===== src/rtl/dotted_line_rasterizer_macros.svh =====
// Assertion macros for the dotted line rasterizer.
`ifndef DOTTED_LINE_RASTERIZER_MACROS_SVH
`define DOTTED_LINE_RASTERIZER_MACROS_SVH

`ifndef SYNTHESIS

`define DLR_ASSERT_IMPL(label, ante, cons) \
  label: assert property (@(posedge clk_i) disable iff (!rst_ni) (ante) |-> (cons)) \
    else $error("dotted_line_rasterizer: assertion failed");

`define DLR_ASSERT_NEXT(label, ante, cons) \
  label: assert property (@(posedge clk_i) disable iff (!rst_ni) (ante) |=> (cons)) \
    else $error("dotted_line_rasterizer: assertion failed");

`else

`define DLR_ASSERT_IMPL(label, ante, cons)

`define DLR_ASSERT_NEXT(label, ante, cons)

`endif

`endif


===== src/rtl/dlr_pkg.sv =====
// Package of shared constants and types for the dotted line rasterizer.
package dlr_pkg;

  localparam int unsigned COORD_BITS       = 12;
  localparam int unsigned PERIOD_BITS      = 8;
  localparam logic [7:0]  DOT_PERIOD_RESET = 8'd8;

  localparam logic OP_START   = 1'b0;
  localparam logic OP_ADVANCE = 1'b1;

  localparam logic [1:0] DIR_ZERO = 2'b00;
  localparam logic [1:0] DIR_POS  = 2'b01;
  localparam logic [1:0] DIR_NEG  = 2'b11;

  typedef struct packed {
    logic active;
    logic steps_zero;
  } dlr_status_t;

endpackage


===== src/rtl/dlr_in_stage.sv =====
// Input register stage holding one accepted item until the step core takes it.
module dlr_in_stage #(
  parameter int unsigned COORD_BITS = dlr_pkg::COORD_BITS
) (
  input  logic                         clk_i,
  input  logic                         rst_ni,
  input  logic                         in_valid_i,
  output logic                         in_stall_o,
  input  logic                         operation_i,
  input  logic signed [COORD_BITS-1:0] start_x_i,
  input  logic signed [COORD_BITS-1:0] start_y_i,
  input  logic signed [COORD_BITS-1:0] end_x_i,
  input  logic signed [COORD_BITS-1:0] end_y_i,
  input  logic                         take_i,
  output logic                         item_valid_o,
  output logic                         operation_o,
  output logic signed [COORD_BITS-1:0] start_x_o,
  output logic signed [COORD_BITS-1:0] start_y_o,
  output logic signed [COORD_BITS-1:0] end_x_o,
  output logic signed [COORD_BITS-1:0] end_y_o
);

  logic                         valid_q, valid_d;
  logic                         load;
  logic                         op_q;
  logic signed [COORD_BITS-1:0] sx_q, sy_q, ex_q, ey_q;

  assign in_stall_o = valid_q && !take_i;
  assign load       = in_valid_i && !in_stall_o;
  assign valid_d    = load || (valid_q && !take_i);

  always_ff @(posedge clk_i or negedge rst_ni) begin
    if (!rst_ni) begin
      valid_q <= 1'b0;
    end else begin
      valid_q <= valid_d;
    end
  end

  always_ff @(posedge clk_i) begin
    if (load) begin
      op_q <= operation_i;
      sx_q <= start_x_i;
      sy_q <= start_y_i;
      ex_q <= end_x_i;
      ey_q <= end_y_i;
    end
  end

  assign item_valid_o = valid_q;
  assign operation_o  = op_q;
  assign start_x_o    = sx_q;
  assign start_y_o    = sy_q;
  assign end_x_o      = ex_q;
  assign end_y_o      = ey_q;

endmodule


===== src/rtl/dlr_core.sv =====
// Line state, at most one Bresenham step per transfer, dot period register and result register.
module dlr_core #(
  parameter int unsigned COORD_BITS = dlr_pkg::COORD_BITS
) (
  input  logic                                 clk_i,
  input  logic                                 rst_ni,
  input  logic                                 cfg_write_i,
  input  logic [dlr_pkg::PERIOD_BITS-1:0]      cfg_data_i,
  input  logic                                 item_valid_i,
  input  logic                                 operation_i,
  input  logic signed [COORD_BITS-1:0]         start_x_i,
  input  logic signed [COORD_BITS-1:0]         start_y_i,
  input  logic signed [COORD_BITS-1:0]         end_x_i,
  input  logic signed [COORD_BITS-1:0]         end_y_i,
  output logic                                 take_o,
  output logic                                 out_valid_o,
  input  logic                                 out_stall_i,
  output logic                                 plot_o,
  output logic signed [COORD_BITS-1:0]         pixel_x_o,
  output logic signed [COORD_BITS-1:0]         pixel_y_o,
  output logic                                 done_res_o,
  output dlr_pkg::dlr_status_t                 status_o
);

  localparam int unsigned EW = COORD_BITS + 3;
  localparam int unsigned PB = dlr_pkg::PERIOD_BITS;

  logic [PB-1:0]               period_q;
  logic signed [COORD_BITS-1:0] wx_q, wx_d, wy_q, wy_d;
  logic signed [EW-1:0]        err_q, err_d;
  logic [COORD_BITS-1:0]       maj_q, maj_d, min_q, min_d, left_q, left_d;
  logic [PB-1:0]               cnt_q, cnt_d;
  logic [1:0]                  dx_q, dx_d, dy_q, dy_d;
  logic                        steep_q, steep_d, active_q, active_d;

  logic                        ov_q;
  logic                        plot_q, plot_d, done_q, done_d;
  logic signed [COORD_BITS-1:0] px_q, py_q;

  logic signed [COORD_BITS:0]  ddx, ddy;
  logic [COORD_BITS:0]         adx_w, ady_w;
  logic [COORD_BITS-1:0]       adx, ady;
  logic                        st_steep;
  logic [COORD_BITS-1:0]       st_maj, st_min;
  logic signed [EW-1:0]        maj2, min2, err_dec;
  logic                        err_pos;
  logic signed [COORD_BITS-1:0] stepx, stepy;
  logic [PB-1:0]               cnt_next;
  logic                        hit;

  assign take_o = item_valid_i && (!ov_q || !out_stall_i);

  assign ddx   = {end_x_i[COORD_BITS-1], end_x_i} - {start_x_i[COORD_BITS-1], start_x_i};
  assign ddy   = {end_y_i[COORD_BITS-1], end_y_i} - {start_y_i[COORD_BITS-1], start_y_i};
  assign adx_w = ddx[COORD_BITS] ? -ddx : ddx;
  assign ady_w = ddy[COORD_BITS] ? -ddy : ddy;
  assign adx   = adx_w[COORD_BITS-1:0];
  assign ady   = ady_w[COORD_BITS-1:0];
  assign st_steep = ady > adx;
  assign st_maj   = st_steep ? ady : adx;
  assign st_min   = st_steep ? adx : ady;

  assign maj2    = {2'b00, maj_q, 1'b0};
  assign min2    = {2'b00, min_q, 1'b0};
  assign err_pos = !err_q[EW-1];
  assign err_dec = err_pos ? (err_q - maj2) : err_q;
  assign stepx   = {{(COORD_BITS-2){dx_q[1]}}, dx_q};
  assign stepy   = {{(COORD_BITS-2){dy_q[1]}}, dy_q};

  assign cnt_next = cnt_q + {{(PB-1){1'b0}}, 1'b1};
  assign hit      = cnt_next == period_q;

  always_comb begin
    wx_d     = wx_q;
    wy_d     = wy_q;
    err_d    = err_q;
    maj_d    = maj_q;
    min_d    = min_q;
    left_d   = left_q;
    cnt_d    = cnt_q;
    dx_d     = dx_q;
    dy_d     = dy_q;
    steep_d  = steep_q;
    active_d = active_q;
    plot_d   = 1'b0;
    done_d   = 1'b1;
    if (operation_i == dlr_pkg::OP_START) begin
      dx_d     = (ddx == '0) ? dlr_pkg::DIR_ZERO
                             : (ddx[COORD_BITS] ? dlr_pkg::DIR_NEG : dlr_pkg::DIR_POS);
      dy_d     = (ddy == '0) ? dlr_pkg::DIR_ZERO
                             : (ddy[COORD_BITS] ? dlr_pkg::DIR_NEG : dlr_pkg::DIR_POS);
      steep_d  = st_steep;
      maj_d    = st_maj;
      min_d    = st_min;
      err_d    = {2'b00, st_min, 1'b0} - {3'b000, st_maj};
      wx_d     = start_x_i;
      wy_d     = start_y_i;
      left_d   = st_maj;
      cnt_d    = '0;
      active_d = st_maj != '0;
      plot_d   = 1'b1;
      done_d   = st_maj == '0;
    end else if (active_q) begin
      if (steep_q) begin
        wy_d = wy_q + stepy;
        if (err_pos) begin
          wx_d = wx_q + stepx;
        end
      end else begin
        wx_d = wx_q + stepx;
        if (err_pos) begin
          wy_d = wy_q + stepy;
        end
      end
      err_d    = err_dec + min2;
      cnt_d    = hit ? '0 : cnt_next;
      left_d   = left_q - {{(COORD_BITS-1){1'b0}}, 1'b1};
      active_d = left_q != {{(COORD_BITS-1){1'b0}}, 1'b1};
      plot_d   = hit;
      done_d   = !active_d;
    end
  end

  always_ff @(posedge clk_i or negedge rst_ni) begin
    if (!rst_ni) begin
      period_q <= dlr_pkg::DOT_PERIOD_RESET;
      wx_q     <= '0;
      wy_q     <= '0;
      err_q    <= '0;
      maj_q    <= '0;
      min_q    <= '0;
      left_q   <= '0;
      cnt_q    <= '0;
      dx_q     <= dlr_pkg::DIR_ZERO;
      dy_q     <= dlr_pkg::DIR_ZERO;
      steep_q  <= 1'b0;
      active_q <= 1'b0;
      ov_q     <= 1'b0;
    end else begin
      if (cfg_write_i) begin
        period_q <= cfg_data_i;
      end
      if (take_o) begin
        wx_q     <= wx_d;
        wy_q     <= wy_d;
        err_q    <= err_d;
        maj_q    <= maj_d;
        min_q    <= min_d;
        left_q   <= left_d;
        cnt_q    <= cnt_d;
        dx_q     <= dx_d;
        dy_q     <= dy_d;
        steep_q  <= steep_d;
        active_q <= active_d;
      end
      if (take_o) begin
        ov_q <= 1'b1;
      end else if (!out_stall_i) begin
        ov_q <= 1'b0;
      end
    end
  end

  always_ff @(posedge clk_i) begin
    if (take_o) begin
      plot_q <= plot_d;
      done_q <= done_d;
      px_q   <= wx_d;
      py_q   <= wy_d;
    end
  end

  assign out_valid_o         = ov_q;
  assign plot_o              = plot_q;
  assign pixel_x_o           = px_q;
  assign pixel_y_o           = py_q;
  assign done_res_o          = done_q;
  assign status_o.active     = active_q;
  assign status_o.steps_zero = left_q == '0;

endmodule


===== src/rtl/dotted_line_rasterizer.sv =====
// Top level of the dotted line rasterizer: input register, step core, checks.
// Throughput: one item per cycle while out_stall_i is low; each step is one add and compare
// on the line state. An item goes through the input register, then the result register.
// Reset: rst_ni low clears all line state to idle and sets the dot period to 8.
// Configuration writes are always ready and take effect on the next cycle.
`include "dotted_line_rasterizer_macros.svh"

module dotted_line_rasterizer #(
  parameter int unsigned COORD_BITS = dlr_pkg::COORD_BITS
) (
  input  logic                                 clk_i,
  input  logic                                 rst_ni,
  input  logic                                 cfg_valid_i,
  output logic                                 cfg_ready_o,
  input  logic [dlr_pkg::PERIOD_BITS-1:0]      cfg_data_i,
  input  logic                                 in_valid_i,
  output logic                                 in_stall_o,
  input  logic                                 operation_i,
  input  logic signed [COORD_BITS-1:0]         start_x_i,
  input  logic signed [COORD_BITS-1:0]         start_y_i,
  input  logic signed [COORD_BITS-1:0]         end_x_i,
  input  logic signed [COORD_BITS-1:0]         end_y_i,
  output logic                                 out_valid_o,
  input  logic                                 out_stall_i,
  output logic                                 plot_o,
  output logic signed [COORD_BITS-1:0]         pixel_x_o,
  output logic signed [COORD_BITS-1:0]         pixel_y_o,
  output logic                                 done_res_o
);

  logic                         item_valid, item_op, take;
  logic signed [COORD_BITS-1:0] item_sx, item_sy, item_ex, item_ey;
  dlr_pkg::dlr_status_t         status;

  assign cfg_ready_o = 1'b1;

  dlr_in_stage #(
    .COORD_BITS(COORD_BITS)
  ) u_in_stage (
    .clk_i       (clk_i),
    .rst_ni      (rst_ni),
    .in_valid_i  (in_valid_i),
    .in_stall_o  (in_stall_o),
    .operation_i (operation_i),
    .start_x_i   (start_x_i),
    .start_y_i   (start_y_i),
    .end_x_i     (end_x_i),
    .end_y_i     (end_y_i),
    .take_i      (take),
    .item_valid_o(item_valid),
    .operation_o (item_op),
    .start_x_o   (item_sx),
    .start_y_o   (item_sy),
    .end_x_o     (item_ex),
    .end_y_o     (item_ey)
  );

  dlr_core #(
    .COORD_BITS(COORD_BITS)
  ) u_core (
    .clk_i       (clk_i),
    .rst_ni      (rst_ni),
    .cfg_write_i (cfg_valid_i && cfg_ready_o),
    .cfg_data_i  (cfg_data_i),
    .item_valid_i(item_valid),
    .operation_i (item_op),
    .start_x_i   (item_sx),
    .start_y_i   (item_sy),
    .end_x_i     (item_ex),
    .end_y_i     (item_ey),
    .take_o      (take),
    .out_valid_o (out_valid_o),
    .out_stall_i (out_stall_i),
    .plot_o      (plot_o),
    .pixel_x_o   (pixel_x_o),
    .pixel_y_o   (pixel_y_o),
    .done_res_o  (done_res_o),
    .status_o    (status)
  );

  `DLR_ASSERT_IMPL(a_stall_needs_item, in_stall_o, item_valid)
  `DLR_ASSERT_IMPL(a_active_has_steps, 1'b1, status.active == !status.steps_zero)
  `DLR_ASSERT_NEXT(a_take_gives_result, take, out_valid_o)

endmodule


===== config.mk =====
export PLATFORM = sky130hd
export DESIGN_NAME = dotted_line_rasterizer
export DESIGN_NICKNAME = d
export VERILOG_FILES = /design/src/rtl/dlr_pkg.sv /design/src/rtl/dlr_in_stage.sv /design/src/rtl/dlr_core.sv /design/src/rtl/dotted_line_rasterizer.sv
export VERILOG_INCLUDE_DIRS = /design/src /design/src/rtl
export SDC_FILE = /design/constraint.sdc
export NUM_CORES = 1
export LEC_CHECK = 0
export ABC_AREA = 1
export BUFFER_PORTS_ARGS = -buffer_cell sky130_fd_sc_hd__buf_2
export CAP_MARGIN = 15
export CORE_MARGIN = 2
export CORE_UTILIZATION = 62
export DETAILED_ROUTE_END_ITERATION = 7
export PLACE_DENSITY = 0.82
export SLEW_MARGIN = 30
export SYNTH_ARGS = -nofsm -noshare
export SYNTH_HDL_FRONTEND = slang
export SYNTH_SLANG_ARGS = --single-unit

===== constraint.sdc =====
create_clock -name clk_i -period 6.72 [get_ports clk_i]
set_clock_uncertainty 0.2 [all_clocks]
set_input_delay 0.336 -clock clk_i [delete_from_list [all_inputs] [get_ports clk_i]]
set_output_delay 0.336 -clock clk_i [all_outputs]
set_load 0.02 [all_outputs]

### Word-level counts from Yosys, hierarchy flattened

Cells that the tools add are included.

| operators by class | value |
|---|---|
| add/sub/neg operators | 11 |
| $lt $le $gt $ge | 1 |
| eq/ne operators | 4 |
| muxes and demuxes | 31 |
| bitwise logic cells | 1 |
| reduce and logical (&&, ||, !) cells | 16 |

Operator list:

| kind | number |
|---|---|
| $mux 12 | 14 |
| $mux 15 | 3 |
| $logic_not 13->1 | 2 |
| $sub 12x12->13 | 2 |
| $add 12x2->12 | 2 |
| $mux 8 | 3 |
| $neg 12->12 | 2 |
| $add 15x14->15 | 1 |
| $sub 15x14->15 | 1 |
| $sub 13x12->14 | 1 |
| $gt 12x12->1 | 1 |
| $logic_not 12->1 | 1 |
| $ne 12x1->1 const B | 1 |
| $reduce_bool 12->1 | 1 |
| $sub 12x1->12 const B | 1 |
| $add 8x1->8 const B | 1 |
| $eq 8x8->1 | 1 |
| $mux 2 | 4 |
| $mux 1 | 7 |
| $logic_not 1->1 | 5 |
| $ne 2x1->1 const B | 2 |
| $reduce_and 2->1 | 2 |
| $logic_and 1x1->1 | 3 |
| $logic_or 1x1->1 | 2 |
| $not 1->1 | 1 |

| storage, ports and cells | value |
|---|---|
| register bits after elaboration | 174 |
| output and inout bits | 29 |
| logic and storage cells | 87 |

### Logic depth before layout (Yosys ltp)

| depth | value |
|---|---|
| depth after elaboration | 8 |
| gate-level depth with buffers | 45 |
| gate-level depth less buffers | 42 |

### Modules after synthesis

A second synthesis with hierarchy kept.

| second synthesis, totals | value |
|---|---|
| cells, all modules | 1628 |
| area total of the unflattened synthesis | 12381.9 µm² |

By module, submodules not included:

| module | instances | cells each | area an instance (µm²) | sequential area each (µm²) |
|---|---|---|---|---|
| dlr_core | 1 | 1570 | 10841.6 | 3209.3 |
| dlr_in_stage | 1 | 56 | 1529.0 | 1496.4 |
| dotted_line_rasterizer | 1 | 2 | 11.3 | 0.0 |

### Least setup slack after synthesis

Ideal clock, no wire load.

| timing path | value |
|---|---|
| kind | reg2reg |
| start | reg u_in_stage.sy_q[0], in the netlist u_in_stage.start_y_o[0] |
| end | reg u_core.err_q[7] |
| library setup time | 0.117 ns |
| data arrival time | 5.036 ns |
| required time | 6.403 ns |
| setup slack | 1.367 ns |
| stages on the path, launching flop included | 44 |
| clock period less this slack | 5.353 ns |
| path through | edfxtp_1 -> ha_1 -> fa_1 -> inv_1 -> nand3_1 -> nand2_1 -> nand3_1 -> nand3_1 -> nand2_1 -> nand2_2 -> inv_2 -> buf_2 -> o21ai_0 -> xor2_1 -> inv_1 -> ha_1 -> nand2_1 -> o21bai_1 -> [8 not listed] -> nand2_4 -> buf_6 -> buf_2 -> inv_1 -> nand2_1 -> o21ai_0 -> ha_1 -> nand2_1 -> o21ai_1 -> nand2_1 -> nand3_2 -> nand3_1 -> nand2_1 -> nand2_1 -> nand3_1 -> nand2_1 -> nand2_1 -> nand2_1 |

| on the way | value |
|---|---|
| longest elaborated chain between the ends | 7 |

RTL lines:

| element | RTL line | text |
|---|---|---|
| from (decl) | dlr_in_stage.sv:26 | `logic signed [COORD_BITS-1:0] sx_q, sy_q, ex_q, ey_q;` |
| from (signal assigned) | dlr_in_stage.sv:44 | `sy_q <= start_y_i;` |
| $sub 12x12->13 (*) | dlr_core.sv:54 | `assign ddy = {end_y_i[COORD_BITS-1], end_y_i} - {start_y_i[COORD_BITS-1], start_y_i};` |
| $neg 12->12 | dlr_core.sv:56 | `assign ady_w = ddy[COORD_BITS] ? -ddy : ddy;` |
| $mux 12 (*) | dlr_core.sv:56 |  |
| $gt 12x12->1 | dlr_core.sv:59 | `assign st_steep = ady > adx;` |
| $mux 12 (*) | dlr_core.sv:61 | `assign st_min = st_steep ? adx : ady;` |
| named net u_core.st_min[1] | dlr_core.sv:44 | `logic [COORD_BITS-1:0] st_maj, st_min;` |
| $sub 13x12->14 (*) | dlr_core.sv:95 | `err_d = {2'b00, st_min, 1'b0} - {3'b000, st_maj};` |
| $mux 15 (*) | dlr_core.sv:87 | `if (operation_i == dlr_pkg::OP_START) begin` |
| to (signal assigned) | dlr_core.sv:146 | `err_q <= err_d;` |
| to (decl) | dlr_core.sv:30 | `logic signed [EW-1:0] err_q, err_d;` |

Mark *: on every way through the listed nets, which the timed path passes. The rest lies on a longest branch.
A chain may end at the register's enable or synchronous reset.

### Worst setup path after layout

| timing path | value |
|---|---|
| start | reg u_in_stage.sy_q[0], in the netlist u_in_stage.start_y_o[0] |
| end | reg u_core.err_q[8] |

| on the way | value |
|---|---|
| longest elaborated chain between the ends | 7 |

RTL lines:

| element | RTL line |
|---|---|
| $sub 12x12->13 (*) | dlr_core.sv:54 |
| $neg 12->12 | dlr_core.sv:56 |
| $mux 12 (*) | dlr_core.sv:56 |
| $gt 12x12->1 | dlr_core.sv:59 |
| $mux 12, on equally long branches | dlr_core.sv:61, dlr_core.sv:60 |
| $sub 13x12->14 (*) | dlr_core.sv:95 |
| $mux 15 (*) | dlr_core.sv:87 |

Every way passes the cells marked *; elsewhere a longest branch is shown, timed or not.

==> flow_summary_export.csv <==
group,metric,value,unit
cts,cts_tree,"yes",
sta,max_freq,0.163,GHz
floorplanning,die-area,21600,um^2
min_path,hold_path_class,"input pin to flop",
synthesis,async_flop_share,56.6,%
setup_path,cp_slowest_cell,"fa_1",
outcome,status,"complete, no violations",
pwr,p_leak,0.00738,uW
setup_path,crit_buf_inv,6,
layout,regMostFlops,"u_core.err_q",
layout,fillers,1601,
sta,worst_pin_slew,0.819,ns
layout,nets,2017,
setup_path,r2r_start,"u_in_stage.start_y_o[0]",
synthesis,syn-cell-area,12700,um^2
synthesis,avgSynthCellArea,7.36,um^2
floorplanning,initial_core_util,62.8,%
global_route,grt_pass1_vias,11600,
cts,cts.clk_slew.worst_paths,0.08,ns
global_route,track_usage,32.6,%
layout,multi_input_comb_area,6760,um^2
layout,largest_reg_flops,14,
global_route,grt_max_degree,64,
floorplanning,fp.dieH,147,um
cts,cts_made_buffers,17,
cts,cts-root-buf,"clkbuf_16",
synthesis,ys_dominant_reg_cell,"dfrtp_1",
floorplanning,core-area,20200,um^2
layout,final_area,14500,um^2
cts,clock_latency,0.44,ns
cts,clkSinkCount,173,
drt,ant_nets,0,
layout,antennaDiodeCount,0,
sta,setup_violations,0,
sta,period_share,91.2,%
floorplanning,die_w,147,um
pwr,ir_drop,261,uV
sta,min_period,6.13,ns
sta,drv_slew,0,
setup_path,crit_path_start_kind,"flop",
drt,wl,34800,um
drt,vias,12000,
synthesis,ys_types,51,
setup_path,crit_path_end,"u_core.err_q[8]",
setup_path,r2r_cells,36,
global_route,grt_overflow,0,
synthesis,synth_edf_count,75,
sta,slew_headroom,45.4,%
synthesis,ys_seq_area_share,37.1,%
layout,layout.area.seq,4710,um^2
placement,gp_congestion,0.993,
setup_path,critPathKind,"flop to flop",
sta,fin_worst_hold_slack,0.0455,ns
layout,drive_above_1_share,11.1,%
synthesis,yosys_register_bits,173,
layout,syn2layout_area_growth,14.7,%
sta,final-hold-violation-count,0,
cts,htreeDepth,4,
cts,clock_path_buffers,2,
synthesis,synthCells,1723,
global_route,antenna_found_initial,0,
setup_path,worstPathRequired,6.88,ns
synthesis,syn-num-nets,1881,
floorplanning,num_rows,52,
setup_path,ff2ff_setup_slack,0.59,ns
setup_path,r2r_end,"u_core.err_q[8]",
setup_path,cp.arrival,6.29,ns
drt,vias_per_cell,5.61,
placement,port_buffers,89,
setup_path,path_delay_family,"simple AND/OR/NAND/NOR gates",
sta,fin_setup_tns,0,ns
run,maxCapViolCount,0,
setup_path,crit_path_max_incr_delay,0.49,ns
min_path,hp-start,"cfg_valid_i",
drt,drtIter0Drc,1045,
drt,route.detailed.drc,0,
setup_path,cp-end-kind,"flop",
setup_path,path_depth,36,
drt,drtPass1Iterations,6,
synthesis,yosys_warnings,0,
pwr,p_per_area,462,nW/um^2
global_route,grt_pass1_wl,56300,um
placement,place_area,13300,um^2
setup_path,crit_start,"u_in_stage.start_y_o[0]",
setup_path,crit_fanout,26,
floorplanning,num_io_pins,91,
drt,wl_per_cell,16.2,um
placement,hpwl,24400,um
==> per-layer routing <==
| layer | share of wire [%] | global-route usage (%) | wire length (um) | up-vias |
|---|---|---|---|---|
| li1 | - | - | - | 5872 |
| met1 | 42 | 42.4 | 14600 | 5655 |
| met2 | 49 | 57.0 | 17200 | 423 |
| met3 | 6.7 | 5.00 | 2310 | 57 |
| met4 | 1.9 | 9.13 | 666 | 0 |
| met5 | 0 | 0 | 0 | - |
==> Yosys cell counts, types with 7 or more instances <==
cell,number,area [um^2]
nand2_1,458,1720
inv_1,255,957
o21ai_0,163,816
nor2_1,121,454
nand3_1,110,551
dfrtp_1,97,2430
ha_1,89,1110
a21oi_1,86,430
edfxtp_1,75,2250
xor2_1,46,403
clkbuf_1,29,109
nand2_2,26,163
nand4_1,14,87.6
inv_2,13,48.8
nor3_1,11,55.1
o21ai_1,10,50.1
a31oi_1,9,56.3
o21bai_1,9,67.6
fa_1,7,140
xnor2_1,7,61.3
==> what timing repair did <==
item,CTS,global route
gates resized for setup,0,2
endpoints found under the setup margin,0,11
endpoints found under the hold margin,109,0
setup buffers,0,2
hold buffers,60,0
==> logic make-up (layout without fill, tap and decap cells) <==
group,Yosys count,after routing,share of synthesized area (%)
AOI/OAI and AO/OA,314,314,13.5
buffers and inverters,315,463,9.77
xor gates and xnor gates,53,53,3.66
DFF,173,173,37.1
adders and majority gates,96,96,9.89
and+or+nand+nor,767,768,25.6
muxes,4,4,0.345
other,1,1,0.0296
==> cells in the final DEF (no fill, tap or decap), types with 16 or more instances in the layout <==
cell	instances
edfxtp_1	75
ha_1	89
clkbuf_16	17
nand2_1	458
dlygate4sd3_1	60
nand3_1	110
dfrtp_1	97
xor2_1	46
inv_1	252
o21ai_0	163
buf_2	88
inv_2	16
nand2_2	26
a21oi_1	86
nor2_1	121
==> report_power, final <==
| group | internal (uW) | total (uW) | switching, uW |
|---|---|---|---|
| Combinational | 1430 | 4120 | 2690 |
| Clock | 506 | 999 | 493 |
| Sequential | 1380 | 1590 | 211 |
==> area by class of cell <==
cell class	count	share of cell area, %
timing repair buffer	162	7.88
clock inverter	14	0.990
tap	270	2.32
inverter	269	6.95
multi-input combinational	1236	46.5
clock buffer	18	3.02
sequential	173	32.4
==> worst register-to-register path, delay by kind of cell, from the launching register on <==
family	cells	cell delay [ns]
flip-flops	1	0.40
AO/OA/AOI/OAI	10	1.45
adder cells (fa/ha/maj)	4	1.44
buffers and inverters	6	0.66
AND/OR/NAND/NOR	15	1.63
XOR/XNOR	1	0.27
==> worst min-delay path by stage <==
stage	depth (start not counted)	endpoint
after floorplan	0	u_core.active_q
after global placement	1	u_core.wy_q[10]
after detailed placement	1	u_core.wx_q[8]
after CTS	3	u_core.period_q[2]
after global routing	3	u_core.period_q[4]
final	3	u_core.period_q[2]
==> metrics by stage <==
| stage | util [%] | setup slack (ns) | std cells | power [uW] |
|---|---|---|---|---|
| final | 72.1 | 0.592 | 2142 | 6710 |
| after global routing | 72.1 | -0.00261 | 2142 | 7350 |
| after CTS | 71.9 | 0.475 | 2139 | 6610 |
| after detailed placement | 66.0 | 0.479 | 2047 | 5560 |
| after global placement | 66.0 | 0.658 | 2047 | 5460 |
| after floorplan | - | 1.37 | 1723 | 4670 |
No activity file was read; power rests on OpenSTA's default activity.
